[config.mk]
export PLATFORM = sky130hd
export DESIGN_NAME = clip_region_rect_subtract
export DESIGN_NICKNAME = d
export VERILOG_FILES = /design/src/design/crrs_pkg.sv /design/src/design/crrs_datapath.sv /design/src/design/crrs_ctrl.sv /design/src/design/clip_region_rect_subtract.sv
export SDC_FILE = /design/constraint.sdc
export NUM_CORES = 2
export LEC_CHECK = 0
export BUFFER_PORTS_ARGS = -buffer_cell sky130_fd_sc_hd__buf_2
export CORE_ASPECT_RATIO = 1.5
export CORE_MARGIN = 2
export CORE_UTILIZATION = 55
export DETAILED_ROUTE_END_ITERATION = 10
export PLACE_DENSITY = 0.74
export SLEW_MARGIN = 20
export SYNTH_ARGS = -nofsm -noshare
export SYNTH_HDL_FRONTEND = slang
export SYNTH_HIERARCHICAL = 1
export SYNTH_SLANG_ARGS = --single-unit
[constraint.sdc]
create_clock -name clk -period 8.77 [get_ports clk]
set_input_delay 1.754 -clock clk [delete_from_list [all_inputs] [get_ports clk]]
set_output_delay 1.754 -clock clk [all_outputs]
set_load 0.005 [all_outputs]
[src/design/crrs_pkg.sv]
// Package with shared types and constants for the clip region rectangle subtractor.
package crrs_pkg;

    localparam int CAPACITY_DEFAULT = 16;
    localparam int COORD_W = 16;

    typedef enum logic [1:0] {
        CMD_CLEAR   = 2'd0,
        CMD_ADD     = 2'd1,
        CMD_EXCLUDE = 2'd2,
        CMD_NONE    = 2'd3
    } command_t;

    typedef struct packed {
        logic signed [COORD_W-1:0] b;
        logic signed [COORD_W-1:0] r;
        logic signed [COORD_W-1:0] t;
        logic signed [COORD_W-1:0] l;
    } rect_t;

    typedef enum logic [3:0] {
        ST_IDLE,
        ST_ADD,
        ST_EX_READ,
        ST_EX_WAIT,
        ST_EX_PIECE,
        ST_COPY_READ,
        ST_COPY_WAIT,
        ST_COPY_WRITE,
        ST_LIST_READ,
        ST_LIST_WAIT,
        ST_LIST_SEND,
        ST_EMPTY_SEND
    } state_t;

    // Commands from the controller to the datapath.
    typedef struct packed {
        logic load_cmd;
        logic clear_count;
        logic push_add;
        logic start_walk;
        logic read_store;
        logic read_fresh;
        logic latch_entry;
        logic piece_step;
        logic copy_write;
        logic finish_copy;
        logic start_list;
        logic load_out;
        logic load_empty;
        logic step_list;
    } dp_cmd_t;

    // Status from the datapath to the controller.
    typedef struct packed {
        logic walk_done;
        logic piece_done;
        logic copy_done;
        logic list_done;
        logic count_zero;
    } dp_status_t;

endpackage

[src/design/crrs_datapath.sv]
// Datapath: rectangle store, fresh list, intersection and piece generation, output register.
module crrs_datapath #(
    parameter int CAPACITY = crrs_pkg::CAPACITY_DEFAULT
) (
    input  logic                   clk,
    input  logic                   rst_n,
    input  crrs_pkg::dp_cmd_t      cmd,
    output crrs_pkg::dp_status_t   status,
    input  logic [1:0]             in_command,
    input  crrs_pkg::rect_t        in_rect,
    output crrs_pkg::command_t     command,
    output crrs_pkg::rect_t        out_rect,
    output logic                   out_present,
    output logic                   out_overflow,
    output logic                   out_last
);

    localparam int IDX_W = (CAPACITY > 1) ? $clog2(CAPACITY) : 1;
    localparam int CNT_W = $clog2(CAPACITY + 1);
    localparam logic [CNT_W-1:0] CAP_CNT = CNT_W'(CAPACITY);

    crrs_pkg::rect_t store_mem [CAPACITY];
    crrs_pkg::rect_t fresh_mem [CAPACITY];

    crrs_pkg::command_t command_reg;
    crrs_pkg::rect_t    given_reg;
    logic [CNT_W-1:0]   count_reg, count_next;
    logic [CNT_W-1:0]   idx_reg, idx_next;
    logic [CNT_W-1:0]   n_reg, n_next;
    logic               ovf_reg, ovf_next;
    logic [2:0]         piece_reg, piece_next;
    crrs_pkg::rect_t    rd_reg;
    crrs_pkg::rect_t    cur_reg;
    crrs_pkg::rect_t    hit_box_reg;
    crrs_pkg::rect_t    out_reg;
    logic               present_reg, last_reg;

    logic [IDX_W-1:0]   rd_addr;
    logic               rd_fresh;
    crrs_pkg::rect_t    isect;
    logic               isect_ok;
    logic signed [16:0] ext [4];
    logic [1:0]         piece_sel;
    crrs_pkg::rect_t    piece;
    logic               piece_ok;
    logic               push_en;
    crrs_pkg::rect_t    push_val;
    logic               fresh_we;
    logic               store_we;
    logic [IDX_W-1:0]   store_wa;
    crrs_pkg::rect_t    store_wd;

    assign command = command_reg;
    assign piece_sel = piece_reg[1:0] - 2'd1;

    always_comb
    begin
        isect.l = (cur_reg.l > given_reg.l) ? cur_reg.l : given_reg.l;
        isect.t = (cur_reg.t > given_reg.t) ? cur_reg.t : given_reg.t;
        isect.r = (cur_reg.r < given_reg.r) ? cur_reg.r : given_reg.r;
        isect.b = (cur_reg.b < given_reg.b) ? cur_reg.b : given_reg.b;
        isect_ok = (isect.l <= isect.r) && (isect.t <= isect.b);
    end

    // Pieces use 17-bit edges so a piece beyond the coordinate range is always invalid.
    always_comb
    begin
        ext[0] = $signed({hit_box_reg.t[15], hit_box_reg.t}) - 17'sd1;
        ext[1] = $signed({hit_box_reg.b[15], hit_box_reg.b}) + 17'sd1;
        ext[2] = $signed({hit_box_reg.l[15], hit_box_reg.l}) - 17'sd1;
        ext[3] = $signed({hit_box_reg.r[15], hit_box_reg.r}) + 17'sd1;
        piece = cur_reg;
        piece_ok = 1'b0;
        unique case (piece_sel)
            2'd0:
            begin
                piece.b = ext[0][15:0];
                piece_ok = ($signed({cur_reg.t[15], cur_reg.t}) <= ext[0]);
            end
            2'd1:
            begin
                piece.t = ext[1][15:0];
                piece_ok = (ext[1] <= $signed({cur_reg.b[15], cur_reg.b}));
            end
            2'd2:
            begin
                piece.r = ext[2][15:0];
                piece.b = hit_box_reg.b;
                piece_ok = ($signed({cur_reg.l[15], cur_reg.l}) <= ext[2])
                           && (cur_reg.t <= hit_box_reg.b);
            end
            default:
            begin
                piece.l = ext[3][15:0];
                piece.t = hit_box_reg.t;
                piece_ok = (ext[3] <= $signed({cur_reg.r[15], cur_reg.r}))
                           && (hit_box_reg.t <= cur_reg.b);
            end
        endcase
    end

    always_comb
    begin
        push_en = 1'b0;
        push_val = piece;
        if (cmd.piece_step)
        begin
            if (piece_reg == 3'd0)
            begin
                push_en = !isect_ok;
                push_val = cur_reg;
            end
            else
            begin
                push_en = piece_ok;
            end
        end
        fresh_we = push_en && (n_reg < CAP_CNT);
    end

    always_comb
    begin
        rd_fresh = cmd.read_fresh;
        rd_addr = idx_reg[IDX_W-1:0] - IDX_W'(1);
        if (cmd.read_fresh)
        begin
            rd_addr = idx_reg[IDX_W-1:0];
        end
        store_we = 1'b0;
        store_wa = count_reg[IDX_W-1:0];
        store_wd = given_reg;
        if (cmd.push_add && (count_reg < CAP_CNT))
        begin
            store_we = 1'b1;
        end
        else if (cmd.copy_write)
        begin
            store_we = 1'b1;
            store_wa = idx_reg[IDX_W-1:0] - IDX_W'(1);
            store_wd = rd_reg;
        end
    end

    always_ff @(posedge clk)
    begin
        if (store_we)
        begin
            store_mem[store_wa] <= store_wd;
        end
        if (fresh_we)
        begin
            fresh_mem[n_reg[IDX_W-1:0]] <= push_val;
        end
        if (cmd.read_store || cmd.read_fresh)
        begin
            rd_reg <= rd_fresh ? fresh_mem[rd_addr] : store_mem[rd_addr];
        end
        if (cmd.load_cmd)
        begin
            given_reg <= in_rect;
        end
        if (cmd.latch_entry)
        begin
            cur_reg <= rd_reg;
        end
        if (cmd.piece_step && piece_reg == 3'd0)
        begin
            hit_box_reg <= isect;
        end
        if (cmd.load_out)
        begin
            out_reg <= rd_reg;
        end
        else if (cmd.load_empty)
        begin
            out_reg <= '0;
        end
    end

    always_comb
    begin
        count_next = count_reg;
        idx_next = idx_reg;
        n_next = n_reg;
        ovf_next = ovf_reg;
        piece_next = piece_reg;
        if (cmd.load_cmd)
        begin
            ovf_next = 1'b0;
        end
        if (cmd.clear_count)
        begin
            count_next = '0;
        end
        if (cmd.push_add)
        begin
            if (count_reg < CAP_CNT)
            begin
                count_next = count_reg + CNT_W'(1);
            end
            else
            begin
                ovf_next = 1'b1;
            end
        end
        if (cmd.start_walk)
        begin
            idx_next = count_reg;
            n_next = '0;
        end
        if (cmd.latch_entry)
        begin
            idx_next = idx_reg - CNT_W'(1);
            piece_next = 3'd0;
        end
        if (cmd.piece_step)
        begin
            if (push_en)
            begin
                if (n_reg < CAP_CNT)
                begin
                    n_next = n_reg + CNT_W'(1);
                end
                else
                begin
                    ovf_next = 1'b1;
                end
            end
            if (piece_reg == 3'd0 && !isect_ok)
            begin
                piece_next = 3'd5;
            end
            else
            begin
                piece_next = piece_reg + 3'd1;
            end
        end
        if (cmd.finish_copy)
        begin
            idx_next = '0;
            count_next = n_reg;
        end
        if (cmd.read_fresh)
        begin
            idx_next = idx_reg + CNT_W'(1);
        end
        if (cmd.start_list)
        begin
            idx_next = count_next;
        end
        if (cmd.step_list)
        begin
            idx_next = idx_reg - CNT_W'(1);
        end
    end

    // During the piece step, piece 0 tests intersection with cur_reg and pushes nothing
    // when there is a hit; the hit box is held for the four pieces that follow.
    always_ff @(posedge clk or negedge rst_n)
    begin
        if (!rst_n)
        begin
            command_reg <= crrs_pkg::CMD_CLEAR;
            count_reg <= '0;
            idx_reg <= '0;
            n_reg <= '0;
            ovf_reg <= 1'b0;
            piece_reg <= '0;
            present_reg <= 1'b0;
            last_reg <= 1'b0;
        end
        else
        begin
            if (cmd.load_cmd)
            begin
                command_reg <= crrs_pkg::command_t'(in_command);
            end
            count_reg <= count_next;
            idx_reg <= idx_next;
            n_reg <= n_next;
            ovf_reg <= ovf_next;
            piece_reg <= piece_next;
            if (cmd.load_out)
            begin
                present_reg <= 1'b1;
                last_reg <= (idx_reg == CNT_W'(1));
            end
            else if (cmd.load_empty)
            begin
                present_reg <= 1'b0;
                last_reg <= 1'b1;
            end
        end
    end

    assign status.walk_done = (idx_reg == '0);
    assign status.piece_done = (piece_reg == 3'd5);
    assign status.copy_done = (idx_reg == n_reg);
    assign status.list_done = (idx_reg == CNT_W'(1));
    assign status.count_zero = (count_reg == '0);

    assign out_rect = out_reg;
    assign out_present = present_reg;
    assign out_overflow = ovf_reg;
    assign out_last = last_reg;

endmodule

[src/design/crrs_ctrl.sv]
// Controller state machine sequencing add, exclude walk, copy back and listing.
module crrs_ctrl (
    input  logic                  clk,
    input  logic                  rst_n,
    input  logic                  in_valid,
    output logic                  in_ready,
    output logic                  out_valid,
    input  logic                  out_ready,
    input  crrs_pkg::command_t    command,
    input  logic [1:0]            in_command,
    input  crrs_pkg::dp_status_t  status,
    output crrs_pkg::dp_cmd_t     cmd
);

    crrs_pkg::state_t state_reg, state_next;

    always_ff @(posedge clk or negedge rst_n)
    begin
        if (!rst_n)
        begin
            state_reg <= crrs_pkg::ST_IDLE;
        end
        else
        begin
            state_reg <= state_next;
        end
    end

    always_comb
    begin
        state_next = state_reg;
        unique case (state_reg)
            crrs_pkg::ST_IDLE:
            begin
                if (in_valid)
                begin
                    priority case (crrs_pkg::command_t'(in_command))
                        crrs_pkg::CMD_ADD:     state_next = crrs_pkg::ST_ADD;
                        crrs_pkg::CMD_EXCLUDE: state_next = crrs_pkg::ST_EX_READ;
                        default:               state_next = crrs_pkg::ST_ADD;
                    endcase
                end
            end
            crrs_pkg::ST_ADD:
            begin
                state_next = (command == crrs_pkg::CMD_ADD || !status.count_zero)
                             ? crrs_pkg::ST_LIST_READ : crrs_pkg::ST_EMPTY_SEND;
            end
            crrs_pkg::ST_EX_READ:
            begin
                state_next = status.walk_done ? crrs_pkg::ST_COPY_READ
                                              : crrs_pkg::ST_EX_WAIT;
            end
            crrs_pkg::ST_EX_WAIT:    state_next = crrs_pkg::ST_EX_PIECE;
            crrs_pkg::ST_EX_PIECE:
            begin
                if (status.piece_done)
                begin
                    state_next = crrs_pkg::ST_EX_READ;
                end
            end
            crrs_pkg::ST_COPY_READ:
            begin
                if (status.copy_done)
                begin
                    state_next = status.count_zero ? crrs_pkg::ST_EMPTY_SEND
                                                   : crrs_pkg::ST_LIST_READ;
                end
                else
                begin
                    state_next = crrs_pkg::ST_COPY_WAIT;
                end
            end
            crrs_pkg::ST_COPY_WAIT:  state_next = crrs_pkg::ST_COPY_WRITE;
            crrs_pkg::ST_COPY_WRITE: state_next = crrs_pkg::ST_COPY_READ;
            crrs_pkg::ST_LIST_READ:  state_next = crrs_pkg::ST_LIST_WAIT;
            crrs_pkg::ST_LIST_WAIT:  state_next = crrs_pkg::ST_LIST_SEND;
            crrs_pkg::ST_LIST_SEND:
            begin
                if (out_ready)
                begin
                    state_next = status.list_done ? crrs_pkg::ST_IDLE
                                                  : crrs_pkg::ST_LIST_READ;
                end
            end
            crrs_pkg::ST_EMPTY_SEND:
            begin
                if (out_ready)
                begin
                    state_next = crrs_pkg::ST_IDLE;
                end
            end
            default:                 state_next = crrs_pkg::ST_IDLE;
        endcase
    end

    // The copy step reads fresh[idx] then writes store[idx]; the write address is idx-1
    // because the read step already advanced idx.
    always_comb
    begin
        cmd = '0;
        in_ready = 1'b0;
        out_valid = 1'b0;
        unique case (state_reg)
            crrs_pkg::ST_IDLE:
            begin
                in_ready = 1'b1;
                if (in_valid)
                begin
                    cmd.load_cmd = 1'b1;
                    cmd.clear_count = (crrs_pkg::command_t'(in_command)
                                       == crrs_pkg::CMD_CLEAR);
                    cmd.start_walk = (crrs_pkg::command_t'(in_command)
                                      == crrs_pkg::CMD_EXCLUDE);
                end
            end
            crrs_pkg::ST_ADD:
            begin
                cmd.push_add = (command == crrs_pkg::CMD_ADD);
                cmd.start_list = 1'b1;
            end
            crrs_pkg::ST_EX_READ:
            begin
                cmd.read_store = !status.walk_done;
                cmd.finish_copy = status.walk_done;
            end
            crrs_pkg::ST_EX_WAIT:    cmd.latch_entry = 1'b1;
            crrs_pkg::ST_EX_PIECE:   cmd.piece_step = !status.piece_done;
            crrs_pkg::ST_COPY_READ:
            begin
                cmd.read_fresh = !status.copy_done;
                cmd.start_list = status.copy_done;
            end
            crrs_pkg::ST_COPY_WAIT:  cmd = '0;
            crrs_pkg::ST_COPY_WRITE: cmd.copy_write = 1'b1;
            crrs_pkg::ST_LIST_READ:  cmd.read_store = 1'b1;
            crrs_pkg::ST_LIST_WAIT:  cmd.load_out = 1'b1;
            crrs_pkg::ST_LIST_SEND:
            begin
                out_valid = 1'b1;
                cmd.step_list = out_ready;
            end
            crrs_pkg::ST_EMPTY_SEND: out_valid = 1'b1;
            default:                 cmd = '0;
        endcase
        if (state_next == crrs_pkg::ST_EMPTY_SEND && state_reg != crrs_pkg::ST_EMPTY_SEND)
        begin
            cmd.load_empty = 1'b1;
        end
    end

endmodule

[src/design/clip_region_rect_subtract.sv]
// Top level of the clip region rectangle subtractor.
//   channel   dir  contents
//   s_axis    in   command, rectangle to add or exclude
//   m_axis    out  listed rectangle with present, overflow and last
// One word is taken at a time. Clear or add passes through the add state; exclude walks every
// stored entry, keeping one that misses the rectangle and the pieces of one that meets it,
// then copies each kept result back to the store; then each stored word is read from the
// single-port store and listed. Reset empties the region.
// A stalled master side holds the word and the block until it is taken.
module clip_region_rect_subtract #(
    parameter int CAPACITY = crrs_pkg::CAPACITY_DEFAULT
) (
    input  logic        clk,
    input  logic        rst_n,
    input  logic        s_axis_tvalid,
    output logic        s_axis_tready,
    input  logic [71:0] s_axis_tdata,   // command, rect_left, rect_top, rect_right, rect_bottom
    output logic        m_axis_tvalid,
    input  logic        m_axis_tready,
    output logic [63:0] m_axis_tdata,   // out_left, out_top, out_right, out_bottom
    output logic [1:0]  m_axis_tuser,   // present, overflow
    output logic        m_axis_tlast
);

    crrs_pkg::dp_cmd_t    cmd;
    crrs_pkg::dp_status_t status;
    crrs_pkg::command_t   command;
    crrs_pkg::rect_t      in_rect;
    crrs_pkg::rect_t      out_rect;
    logic                 present;
    logic                 overflow;

    assign in_rect.l = s_axis_tdata[17:2];
    assign in_rect.t = s_axis_tdata[33:18];
    assign in_rect.r = s_axis_tdata[49:34];
    assign in_rect.b = s_axis_tdata[65:50];

    crrs_ctrl u_ctrl (
        .clk        (clk),
        .rst_n      (rst_n),
        .in_valid   (s_axis_tvalid),
        .in_ready   (s_axis_tready),
        .out_valid  (m_axis_tvalid),
        .out_ready  (m_axis_tready),
        .command    (command),
        .in_command (s_axis_tdata[1:0]),
        .status     (status),
        .cmd        (cmd)
    );

    crrs_datapath #(
        .CAPACITY (CAPACITY)
    ) u_datapath (
        .clk          (clk),
        .rst_n        (rst_n),
        .cmd          (cmd),
        .status       (status),
        .in_command   (s_axis_tdata[1:0]),
        .in_rect      (in_rect),
        .command      (command),
        .out_rect     (out_rect),
        .out_present  (present),
        .out_overflow (overflow),
        .out_last     (m_axis_tlast)
    );

    assign m_axis_tdata = {out_rect.b, out_rect.r, out_rect.t, out_rect.l};
    assign m_axis_tuser = {overflow, present};

endmodule
==> results_dict.tcl <==
set metrics [dict create \
    outcome "completed" \
    start_util_pct 55.34 \
    synth-adder-area-share_pct 2.694 \
    ant_nets 0 \
    cts_tree "built" \
    numCtsBuffers 209 \
    postCtsSetupBuffers 0 \
    final_area_um2 111000 \
    drt_iter0_drc 6390 \
    cpPeakStageDelay_ps 940 \
    min_path_type "reg2reg" \
    maxCapViolations 0 \
    yosysWarnings 6 \
    grt-ovfl-total 0 \
    swShare_pct 29.08 \
    clock_sinks 2395 \
    multi_input_area_um2 26580 \
    synth-compound-area-share_pct 2.385 \
    core_um2 180400 \
    synthCells 5111 \
    seqPwrFrac_pct 44.6 \
    drive_gt1_share_pct 24.71 \
    netlist_top_cells_count "edfxtp_1, mux4_2, mux2i_1" \
    ir_drop_mv 0.3580 \
    portBuffers 138 \
    gp_congestion 0.9267 \
    clk_pin_slew_worst_paths_ps 70 \
    p_sw_mw 9.172 \
    tns_ps 0 \
    clk_path_buf_depth 3 \
    worst_pin_slew_ps 1232 \
    netlist-cell-type-count 85 \
    gr-usage-all-layers_pct 27.53 \
    post_drt_via_cell_ratio 6.473 \
    grt_pass1_wl_um 365100 \
    area_growth_pct 11.17 \
    max_slew_margin_pct 17.01 \
    final_nets 5642 \
    crit_arrival_ps 7990 \
    synthTopCellsByArea "edfxtp_1, mux4_2, ha_1, mux2i_1, mux2_2" \
    end_kind "register" \
    path_cells "or3_1, or3_4, nor2_4, nand2_2, or2_1, or4_4, nor3_2, xnor2_1, ha_1, and4_1, nand4_1, o21ba_2, o21ai_0, a311oi_1, o41ai_4, nor3b_1, and2_4, buf_4" \
    start_kind "register" \
    hold_viol_final 0 \
    grt_max_degree 134 \
    synthSimpleGateAreaFrac_pct 3.269 \
    h-tree-depth 4 \
    min_period_ps 7472 \
    netlist.area_leader.share_pct 71.21 \
    synth.most_common_cell "edfxtp_1" \
    synth_nets 5402 \
    grt_pass1_vias 52197 \
    synth_top_family_by_area "multiplexers" \
    setup_viol 0 \
    critPathSlowestCell "o21ai_0" \
    placed_area_um2 104000 \
    die_w_um 351.9 \
    yosys.area.top_type "edfxtp_1" \
    p_clk_share_pct 29.6 \
    num_rows 191 \
    max_freq_mhz 133.8 \
    fill_cells 12377 \
    synth_area_per_cell_um2 19.54 \
    die_h_um 525.9 \
    rsz0062_at_grt "no" \
    synth_xor_area_share_pct 0.6390 \
    drcViolationCount 0 \
    ys_ff_latch 2395 \
    pwr-share-comb_pct 25.8 \
    fin_worst_skew_ps 42.04 \
    intPower_mw 22.36 \
    cts_resized 0 \
    ctsHoldBuffers 0 \
    drt-total-wl_um 253800 \
    synth_flop_cell "edfxtp_1" \
    netlist_area_um2 99850 \
    synthArstFlopShare_pct 1.127 \
    critical_path_class "reg2reg" \
    firstDrtPassIters 5 \
    leakage_nw 37.94 \
    powerDensity_nw_per_um2 284.1 \
    ys_seq_area_share_pct 71.89 \
    cp.required_ps 9290 \
    final_max_slew_viol_count 0 \
    fin_crit_sh_pct 85.20 \
    antenna_found_initial 2 \
    worstPathMaxFanout 34 \
    synth_edf_count 2368 \
    synth.area.mux_share_pct 17.28 \
    pin_count 145 \
    cts_root_buf "clkbuf_16" \
    dp_hpwl_um 146500 \
    wire_per_inst_um 31.97 \
    via_count 51386 \
    insertion_delay_ps 880 \
    die_area_um2 185000 \
    seq_area_um2 71780 \
]
## cell usage in the layout, fill, tap and decap left out, drive strengths merged, types with 27 or more instances in the layout
cell,n
edfxtp,2368
mux4,576
mux2i,262
buf,259
clkbuf,252
inv,222
ha,215
mux2,147
nand2,140
a21oi,118
nand3,106
and2,105
nor2,101
clkinv,89
o21ai,88
xnor2,52
nand4,42
a21o,29
dfrtp,27
nor3,27
## cell type report
class                      count  area share [%]
tap                         2412           2.719
inverter                     211          0.7146
multi-input combinational   2275           23.94
clock inverter               132           1.313
sequential                  2395           64.66
antenna                        2        0.004508
timing repair buffer         259           1.752
clock buffer                 252           4.895
## power by group through the flow
stage	clock, mW	sequential [mW]	combinational, mW
finish	9.32	14.1	8.15
global route	9.85	14.1	8.68
CTS	9.44	14.1	8.17
detailed placement	0	14.3	8.10
global placement	0	14.3	7.99
floorplan	0	14.0	5.84
## final timing paths
path | from | end | slack [ps] | cells after the start
worst max-delay path | u_datapath/hit_box_reg[3] | u_datapath/fresh_mem[2][5] | 1300 | 18
worst min-delay path | u_datapath/rd_reg[52] | u_datapath/cur_reg[52] | 470 | 0
worst max register to register | u_datapath/hit_box_reg[3] | u_datapath/fresh_mem[2][5] | 1300 | 18
worst min register to register | u_datapath/rd_reg[52] | u_datapath/cur_reg[52] | 470 | 0
max in group asynchronous | rst_n | u_datapath/idx_reg[3] | 7290 | 1
min in group asynchronous | rst_n | u_datapath/out_present | 950 | 1
## worst max-delay path: cells and delay by family, from the launching register on
kind | cells | cell delay [ps]
DFF | 1 | 410
AOI/OAI and AO/OA | 4 | 2310
xor gates and xnor gates | 1 | 280
buffers and inverters | 1 | 430
and+or+nand+nor | 11 | 3330
adders and majority gates | 1 | 350
## through the flow
stage | worst slack, ps | hold slack, ps | utilization [%] | std cells | total power, mW
detailed placement | 1427 | 466.7 | 57.66 | 7550 | 22.38
global route | 895.8 | 492.1 | 61.52 | 7937 | 32.61
CTS | 1365 | 471.7 | 61.48 | 7934 | 31.67
floorplan | -584.1 | 436.9 | - | 5111 | 19.82
finish | 1298 | 468.2 | 61.53 | 7938 | 31.54
global placement | 1594 | 447.0 | 57.65 | 7550 | 22.29
## logic make-up after synthesis
logic type	count (synthesis)
xor+xnor	72
simple gates	626
compound gates	377
buf+inv	441
fa+ha+maj	215
flops	2395
mux	985
## layer usage
| metal | share of wire [%] | global-route usage (%) |
|---|---|---|
| met3 | 8.2 | 4.132 |
| met2 | 50 | 46.09 |
| met4 | 4.0 | 11.04 |
| met1 | 38 | 36.56 |
| met5 | 0 | 0 |
No activity file was read; power rests on OpenSTA's default activity.
